===== src/rtl/assert_macros.svh =====
// Assertion macros shared by the deframer RTL.
// Each macro expects signals named clk and arst_n in the including module.
`ifndef ASSERT_MACROS_SVH
`define ASSERT_MACROS_SVH

// Property checked on every clock edge outside reset.
`define DPD_ASSERT(label, prop, msg) \
	label: assert property (@(posedge clk) disable iff (!arst_n) prop) else $error(msg);

// Condition that must never hold outside reset.
`define DPD_NEVER(label, cond, msg) \
	label: assert property (@(posedge clk) disable iff (!arst_n) !(cond)) else $error(msg);

`endif


===== src/rtl/dpd_pkg.sv =====
// Constants, status codes and helper functions for the debug packet deframer.
// No dependencies; used by debug_packet_deframer.
package dpd_pkg;

	localparam logic [7:0] CHAR_DOLLAR = 8'h24;
	localparam logic [7:0] CHAR_HASH   = 8'h23;
	localparam logic [7:0] CHAR_ESCAPE = 8'h7d;
	localparam logic [7:0] CHAR_DOT    = 8'h2e;

	localparam logic [2:0] ST_OK            = 3'd0;
	localparam logic [2:0] ST_STRAY_HASH    = 3'd1;
	localparam logic [2:0] ST_DOLLAR_INSIDE = 3'd2;
	localparam logic [2:0] ST_OVERFLOW      = 3'd3;
	localparam logic [2:0] ST_BAD_HEX       = 3'd4;
	localparam logic [2:0] ST_MISMATCH      = 3'd5;

	localparam logic KIND_BYTE = 1'b0;
	localparam logic KIND_END  = 1'b1;

	localparam int          ADDR_W          = 3;
	localparam logic        REG_MAX_PAYLOAD = 1'b0;
	localparam logic        REG_ACCEPT_DOTS = 1'b1;
	localparam logic [15:0] MAX_PAYLOAD_RST = 16'd1024;
	localparam logic        ACCEPT_DOTS_RST = 1'b1;

	// Returns {valid, nibble} for an ASCII hex digit.
	function automatic logic [4:0] hex_nibble(input logic [7:0] c);
		logic [4:0] r;
		r = 5'd0;
		if (c >= 8'h30 && c <= 8'h39) begin
			r = {1'b1, 4'(c - 8'h30)};
		end else if (c >= 8'h61 && c <= 8'h66) begin
			r = {1'b1, 4'(c - 8'h57)};
		end else if (c >= 8'h41 && c <= 8'h46) begin
			r = {1'b1, 4'(c - 8'h37)};
		end
		return r;
	endfunction

endpackage


===== src/rtl/debug_packet_deframer.sv =====
// Debug packet deframer top level: framing state, checksum check, output register.
// Depends on dpd_pkg and assert_macros.svh.
`include "assert_macros.svh"

// One received byte enters per cycle and is processed in that cycle: the framing
// state updates at the accept edge and any result lands in a single output
// register, so the sustained rate is one byte per clock as long as the output
// side takes results. A payload byte gives a kind 0 word with the unescaped byte;
// the second checksum character, a stray '#', a '$' inside a packet or an
// overflow of max_payload gives a kind 1 word with status and length. in_stall is
// high only while a result waits in the output register and out_stall is high.
module debug_packet_deframer import dpd_pkg::*; (
	input  logic              clk,
	input  logic              arst_n,
	input  logic              psel,
	input  logic              penable,
	input  logic              pwrite,
	input  logic [ADDR_W-1:0] paddr,
	input  logic [31:0]       pwdata,
	output logic [31:0]       prdata,
	output logic              pready,
	input  logic              in_valid,
	output logic              in_stall,
	input  logic [7:0]        rx_byte,
	output logic              out_valid,
	input  logic              out_stall,
	output logic              kind,
	output logic [7:0]        data_byte,
	output logic [2:0]        status,
	output logic [15:0]       payload_length
);

	typedef enum logic [1:0] {
		PH_HUNT    = 2'd0,
		PH_PAYLOAD = 2'd1,
		PH_CHECK1  = 2'd2,
		PH_CHECK2  = 2'd3
	} phase_t;

	logic [15:0] max_payload_q;
	logic        accept_dots_q;
	phase_t      phase_q, phase_d;
	logic        escape_q, escape_d;
	logic [15:0] count_q, count_d;
	logic [7:0]  sum_q, sum_d;
	logic [7:0]  first_q, first_d;

	logic        out_valid_q;
	logic        kind_q;
	logic [7:0]  data_q;
	logic [2:0]  status_q;
	logic [15:0] length_q;

	logic        res_valid;
	logic        res_kind;
	logic [7:0]  res_data;
	logic [2:0]  res_status;
	logic        accept;
	logic        cfg_write;
	logic [4:0]  hi_nib, lo_nib;

	assign pready    = 1'b1;
	assign cfg_write = psel && penable && pwrite;
	assign prdata    = (paddr[2] == REG_ACCEPT_DOTS) ? {31'd0, accept_dots_q}
	                                                 : {16'd0, max_payload_q};

	assign in_stall = out_valid_q && out_stall;
	assign accept   = in_valid && !in_stall;

	assign hi_nib = hex_nibble(first_q);
	assign lo_nib = hex_nibble(rx_byte);

	always_comb begin
		phase_d    = phase_q;
		escape_d   = escape_q;
		count_d    = count_q;
		sum_d      = sum_q;
		first_d    = first_q;
		res_valid  = 1'b0;
		res_kind   = KIND_END;
		res_data   = 8'd0;
		res_status = ST_OK;
		unique case (phase_q)
			PH_HUNT: begin
				if (rx_byte == CHAR_DOLLAR) begin
					phase_d = PH_PAYLOAD;
				end else if (rx_byte == CHAR_HASH) begin
					res_valid  = 1'b1;
					res_status = ST_STRAY_HASH;
				end
			end
			PH_PAYLOAD: begin
				if (escape_q) begin
					escape_d  = 1'b0;
					res_valid = 1'b1;
					res_kind  = KIND_BYTE;
				end else if (rx_byte == CHAR_DOLLAR) begin
					res_valid  = 1'b1;
					res_status = ST_DOLLAR_INSIDE;
				end else if (rx_byte == CHAR_HASH) begin
					phase_d = PH_CHECK1;
				end else if (count_q >= max_payload_q) begin
					res_valid  = 1'b1;
					res_status = ST_OVERFLOW;
				end else if (rx_byte == CHAR_ESCAPE) begin
					escape_d = 1'b1;
				end else begin
					res_valid = 1'b1;
					res_kind  = KIND_BYTE;
				end
				if (res_valid && res_kind == KIND_BYTE) begin
					res_data = rx_byte;
					count_d  = count_q + 16'd1;
					sum_d    = sum_q + rx_byte;
				end
			end
			PH_CHECK1: begin
				first_d = rx_byte;
				phase_d = PH_CHECK2;
			end
			PH_CHECK2: begin
				res_valid = 1'b1;
				if (accept_dots_q && first_q == CHAR_DOT && rx_byte == CHAR_DOT) begin
					res_status = ST_OK;
				end else if (!hi_nib[4] || !lo_nib[4]) begin
					res_status = ST_BAD_HEX;
				end else if ({hi_nib[3:0], lo_nib[3:0]} != sum_q) begin
					res_status = ST_MISMATCH;
				end else begin
					res_status = ST_OK;
				end
			end
			default: begin
				phase_d = PH_HUNT;
			end
		endcase
		// Any end result, and a new '$' while hunting, start from a clean frame.
		if ((res_valid && res_kind == KIND_END) ||
		    (phase_q == PH_HUNT && rx_byte == CHAR_DOLLAR)) begin
			escape_d = 1'b0;
			count_d  = 16'd0;
			sum_d    = 8'd0;
			first_d  = 8'd0;
			if (res_valid) begin
				phase_d = PH_HUNT;
			end
		end
	end

	always_ff @(posedge clk or negedge arst_n) begin
		if (!arst_n) begin
			max_payload_q <= MAX_PAYLOAD_RST;
			accept_dots_q <= ACCEPT_DOTS_RST;
		end else if (cfg_write) begin
			unique case (paddr[2])
				REG_MAX_PAYLOAD: max_payload_q <= pwdata[15:0];
				REG_ACCEPT_DOTS: accept_dots_q <= pwdata[0];
				default:         max_payload_q <= max_payload_q;
			endcase
		end
	end

	always_ff @(posedge clk or negedge arst_n) begin
		if (!arst_n) begin
			phase_q  <= PH_HUNT;
			escape_q <= 1'b0;
			count_q  <= 16'd0;
			sum_q    <= 8'd0;
			first_q  <= 8'd0;
		end else if (accept) begin
			phase_q  <= phase_d;
			escape_q <= escape_d;
			count_q  <= count_d;
			sum_q    <= sum_d;
			first_q  <= first_d;
		end
	end

	always_ff @(posedge clk or negedge arst_n) begin
		if (!arst_n) begin
			out_valid_q <= 1'b0;
		end else if (accept) begin
			out_valid_q <= res_valid;
		end else if (!out_stall) begin
			out_valid_q <= 1'b0;
		end
	end

	always_ff @(posedge clk) begin
		if (accept && res_valid) begin
			kind_q   <= res_kind;
			data_q   <= res_data;
			status_q <= (res_kind == KIND_END) ? res_status : ST_OK;
			length_q <= (res_kind == KIND_END) ? count_q : 16'd0;
		end
	end

	assign out_valid      = out_valid_q;
	assign kind           = kind_q;
	assign data_byte      = data_q;
	assign status         = status_q;
	assign payload_length = length_q;

	`DPD_ASSERT(a_escape_in_payload, escape_q |-> phase_q == PH_PAYLOAD, "escape outside payload")
	`DPD_ASSERT(a_hunt_clean, phase_q == PH_HUNT |-> (count_q == 16'd0 && sum_q == 8'd0), "dirty hunt state")
	`DPD_ASSERT(a_byte_word_clean, (out_valid && kind == KIND_BYTE) |-> (status == ST_OK && payload_length == 16'd0), "byte word carries end fields")
	`DPD_ASSERT(a_end_word_clean, (out_valid && kind == KIND_END) |-> (data_byte == 8'd0 && status <= ST_MISMATCH), "bad end word")
	`DPD_ASSERT(a_end_restarts, (accept && res_valid && res_kind == KIND_END) |=> phase_q == PH_HUNT, "no restart after end")

endmodule


===== config.mk =====
export PLATFORM = sky130hd
export DESIGN_NAME = debug_packet_deframer
export DESIGN_NICKNAME = d
export VERILOG_FILES = /design/src/rtl/dpd_pkg.sv /design/src/rtl/debug_packet_deframer.sv
export VERILOG_INCLUDE_DIRS = /design/src /design/src/rtl
export SDC_FILE = /design/constraint.sdc
export NUM_CORES = 1
export LEC_CHECK = 0
export BUFFER_PORTS_ARGS = -buffer_cell sky130_fd_sc_hd__buf_2
export CORE_MARGIN = 8
export CORE_UTILIZATION = 55
export DETAILED_ROUTE_END_ITERATION = 16
export PLACE_DENSITY_LB_ADDON = 0.15
export SLEW_MARGIN = 20
export SYNTH_ARGS = -nofsm -noshare
export SYNTH_HDL_FRONTEND = slang
export SYNTH_SLANG_ARGS = --single-unit

===== constraint.sdc =====
create_clock -name clk -period 4.4 [get_ports clk]
set_clock_uncertainty 0.15 [all_clocks]
set_input_delay 0.44 -clock clk [delete_from_list [all_inputs] [get_ports clk]]
set_output_delay 0.44 -clock clk [all_outputs]
set_load 0.005 [all_outputs]

==> impl_metrics.tcl <==
set metrics [dict create \
    ff2ff_path_depth 10 \
    rrSetupSlack_ns 0.79 \
    n_antenna_cell 0 \
    totalWireLength_mm 11.6 \
    ys_warn_count 0 \
    synth_top_area_share_pct 25.8 \
    row_count 34 \
    crit_family "compound AO/OA/AOI/OAI gates" \
    synth.cell_area_mm2 0.00494 \
    start_util_pct 56.6 \
    peakVddDrop_mv 0.231 \
    pin_count 113 \
    drtIter0Drc 275 \
    min_from "pwdata[9]" \
    dp_hpwl_mm 8.91 \
    place_area_mm2 0.00536 \
    finalPower_uw 2280 \
    crit_path_end "count_q[4]" \
    post-route-min-period_ns 3.61 \
    drv_cap 0 \
    synth_top_area_cell "dfrtp_1" \
    grt_pass1_vias 4029 \
    worstHoldPathType "in2reg" \
    die_w_um 111 \
    drv_slew 0 \
    cp.required_ns 4.52 \
    tns_ns 0 \
    cts_buffers 9 \
    dr.max_layer_used "met4" \
    synth_common_cells "nor2_1, dfrtp_1, nand2_1, ha_1, inv_1" \
    die_area_mm2 0.0123 \
    path_class "reg2reg" \
    holdPathStages 2 \
    cp_slowest_cell "dfrtp_1" \
    routed_via_density 5.68 \
    critPathArrivalTime_ns 3.73 \
    cp_max_fo 18 \
    drc 0 \
    m1WireLength_mm 5.27 \
    portBuffers 77 \
    fillers 716 \
    ant_nets 0 \
    vias 3967 \
    setup.worst_path.start "count_q[2]" \
    regArea_mm2 0.00217 \
    outcome "finished clean" \
    cts_max_path_buffers 2 \
    relSlewSlack_pct 44.1 \
    cp-start-kind "flip-flop" \
    yosysUniqueCellTypes 62 \
    finalInstanceArea_mm2 0.00555 \
    grt_max_degree 33 \
    multi_input_area_mm2 0.00251 \
    path_cells "ha_1, a211o_1, a31oi_1, o221ai_1, a41oi_4, a31oi_2, nor2_4, inv_2, o41a_1, o21ai_0" \
    synth.most_common_cell "nor2_1" \
    first_pass_iters 5 \
    clkLatencyLatePin_ns 0.36 \
    ys_ff_latch 81 \
    cts_tree "done" \
    cp.depth 10 \
    setup_viol 0 \
    root_buffer "clkbuf_8" \
    wl_met3_um 714 \
    synth-async-reset-ratio_pct 65.4 \
    holdBufCountCts 1 \
    period_share_pct 82.0 \
    end_kind "flip-flop" \
    htreeDepth 3 \
    synth_edf_count 28 \
    grt-ovfl-total 0 \
    p_leak_uw 0.00251 \
    cts_resized 0 \
    synthFlopType "dfrtp_1" \
    track_usage_pct 19.1 \
    grt_pass1_wl_mm 19.5 \
    yosysSeqAreaShare_pct 43.9 \
    hold_viol 0 \
    drive_above_1_share_pct 22.3 \
    synthTopCellsByArea "dfrtp_1, edfxtp_1, ha_1" \
    clock.fmax_mhz 277 \
    power_density_mw_per_mm2 411 \
    cts_sinks 81 \
    met2_length_mm 5.49 \
    crit_buf_inv 1 \
    post_drt_wl_per_cell_um 16.6 \
    nets 670 \
    synth.avg_cell_area_um2 9.70 \
    r2r_end "count_q[4]" \
    clk_pin_slew_worst_paths_ns 0.09 \
    gp_congestion 0.887 \
    rr_startpoint "count_q[2]" \
    netlist_instances 509 \
    tightest_slew_ns 0.834 \
    antenna_found_initial 0 \
    grt_setup_unrepaired "no" \
    cts_setup_buffers 0 \
    slowest_delay_ns 0.46 \
    coreArea_mm2 0.00872 \
    die_h_um 111 \
    area_delta_synth_final_pct 12.3 \
]
[routing by layer]
metal	global-route usage, %	vias up
met5	0	-
met4	6.22	0
met3	4.55	12
met2	30.2	137
met1	25.1	1897
li1	-	1921
[final cells by class]
class | instances | area share, %
Sequential cell | 81 | 39.1
Inverter | 34 | 2.30
Clock inverter | 7 | 0.970
Clock buffer | 9 | 2.23
Multi-Input combinational cell | 378 | 45.3
Timing Repair Buffer | 82 | 7.67
Tap cell | 108 | 2.44
[metrics by stage]
step	util, %	setup slack [ns]	cells	hold WS [ns]
floorplan	-	1.18	524	-0.00559
global placement	61.4	0.886	682	0.279
detailed placement	61.4	0.831	682	0.297
CTS	63.6	0.781	699	0.156
global route	63.6	0.522	699	0.155
finish	63.6	0.791	699	0.164
[report_power, final]
group | total (uW) | internal (uW) | switching [uW]
registers | 1040 | 926 | 114
clock network | 506 | 211 | 296
logic | 735 | 309 | 426
total | 2280 | 1450 | 836
[cell usage in the layout, fill, tap and decap left out, types with 5 or more instances in the layout]
master    synthesis  final
nor3_1           16     16
edfxtp_1         28     28
o21ai_0          19     19
ha_1             33     33
o31ai_1           5      5
and2_1           22     22
a21oi_1          20     20
mux2_2           18     18
nand3_1          17     17
or3_1             6      6
nor2_1           57     57
o21ai_1           5      5
dfrtp_1          51     51
xnor2_1          16     16
inv_1            33     33
xor2_1            6      6
clkbuf_8          0      9
nand4_1           5      5
nand2_1          41     41
a31oi_1           8      8
buf_2             4     77
conb_1            2     17
[sequential cells by signal (all words and copies together), names as in the netlist]
name,flops
first_q,8
sum_q,8
data_byte,8
phase_q,2
out_valid,1
payload_length,16
count_q,16
escape_q,1
kind,1
accept_dots_q,1
max_payload_q,16
status,3
[how the worst min path moves through the flow]
stage,end,slack (ns)
CTS,max_payload_q[9],0.16
global placement,max_payload_q[15],0.28
floorplan,count_q[0],-0.006
finish,max_payload_q[9],0.16
detailed placement,max_payload_q[15],0.30
global route,max_payload_q[6],0.15
[cells by family after synthesis]
group | share of synthesized area, %
AO/OA/AOI/OAI | 12.8
XOR/XNOR | 3.90
adder cells (fa/ha/maj) | 8.77
buffers and inverters | 6.34
flip-flops | 43.9
multiplexers | 4.11
other | 0.152
AND/OR/NAND/NOR | 19.9
Power figures use the tool's default switching activity.
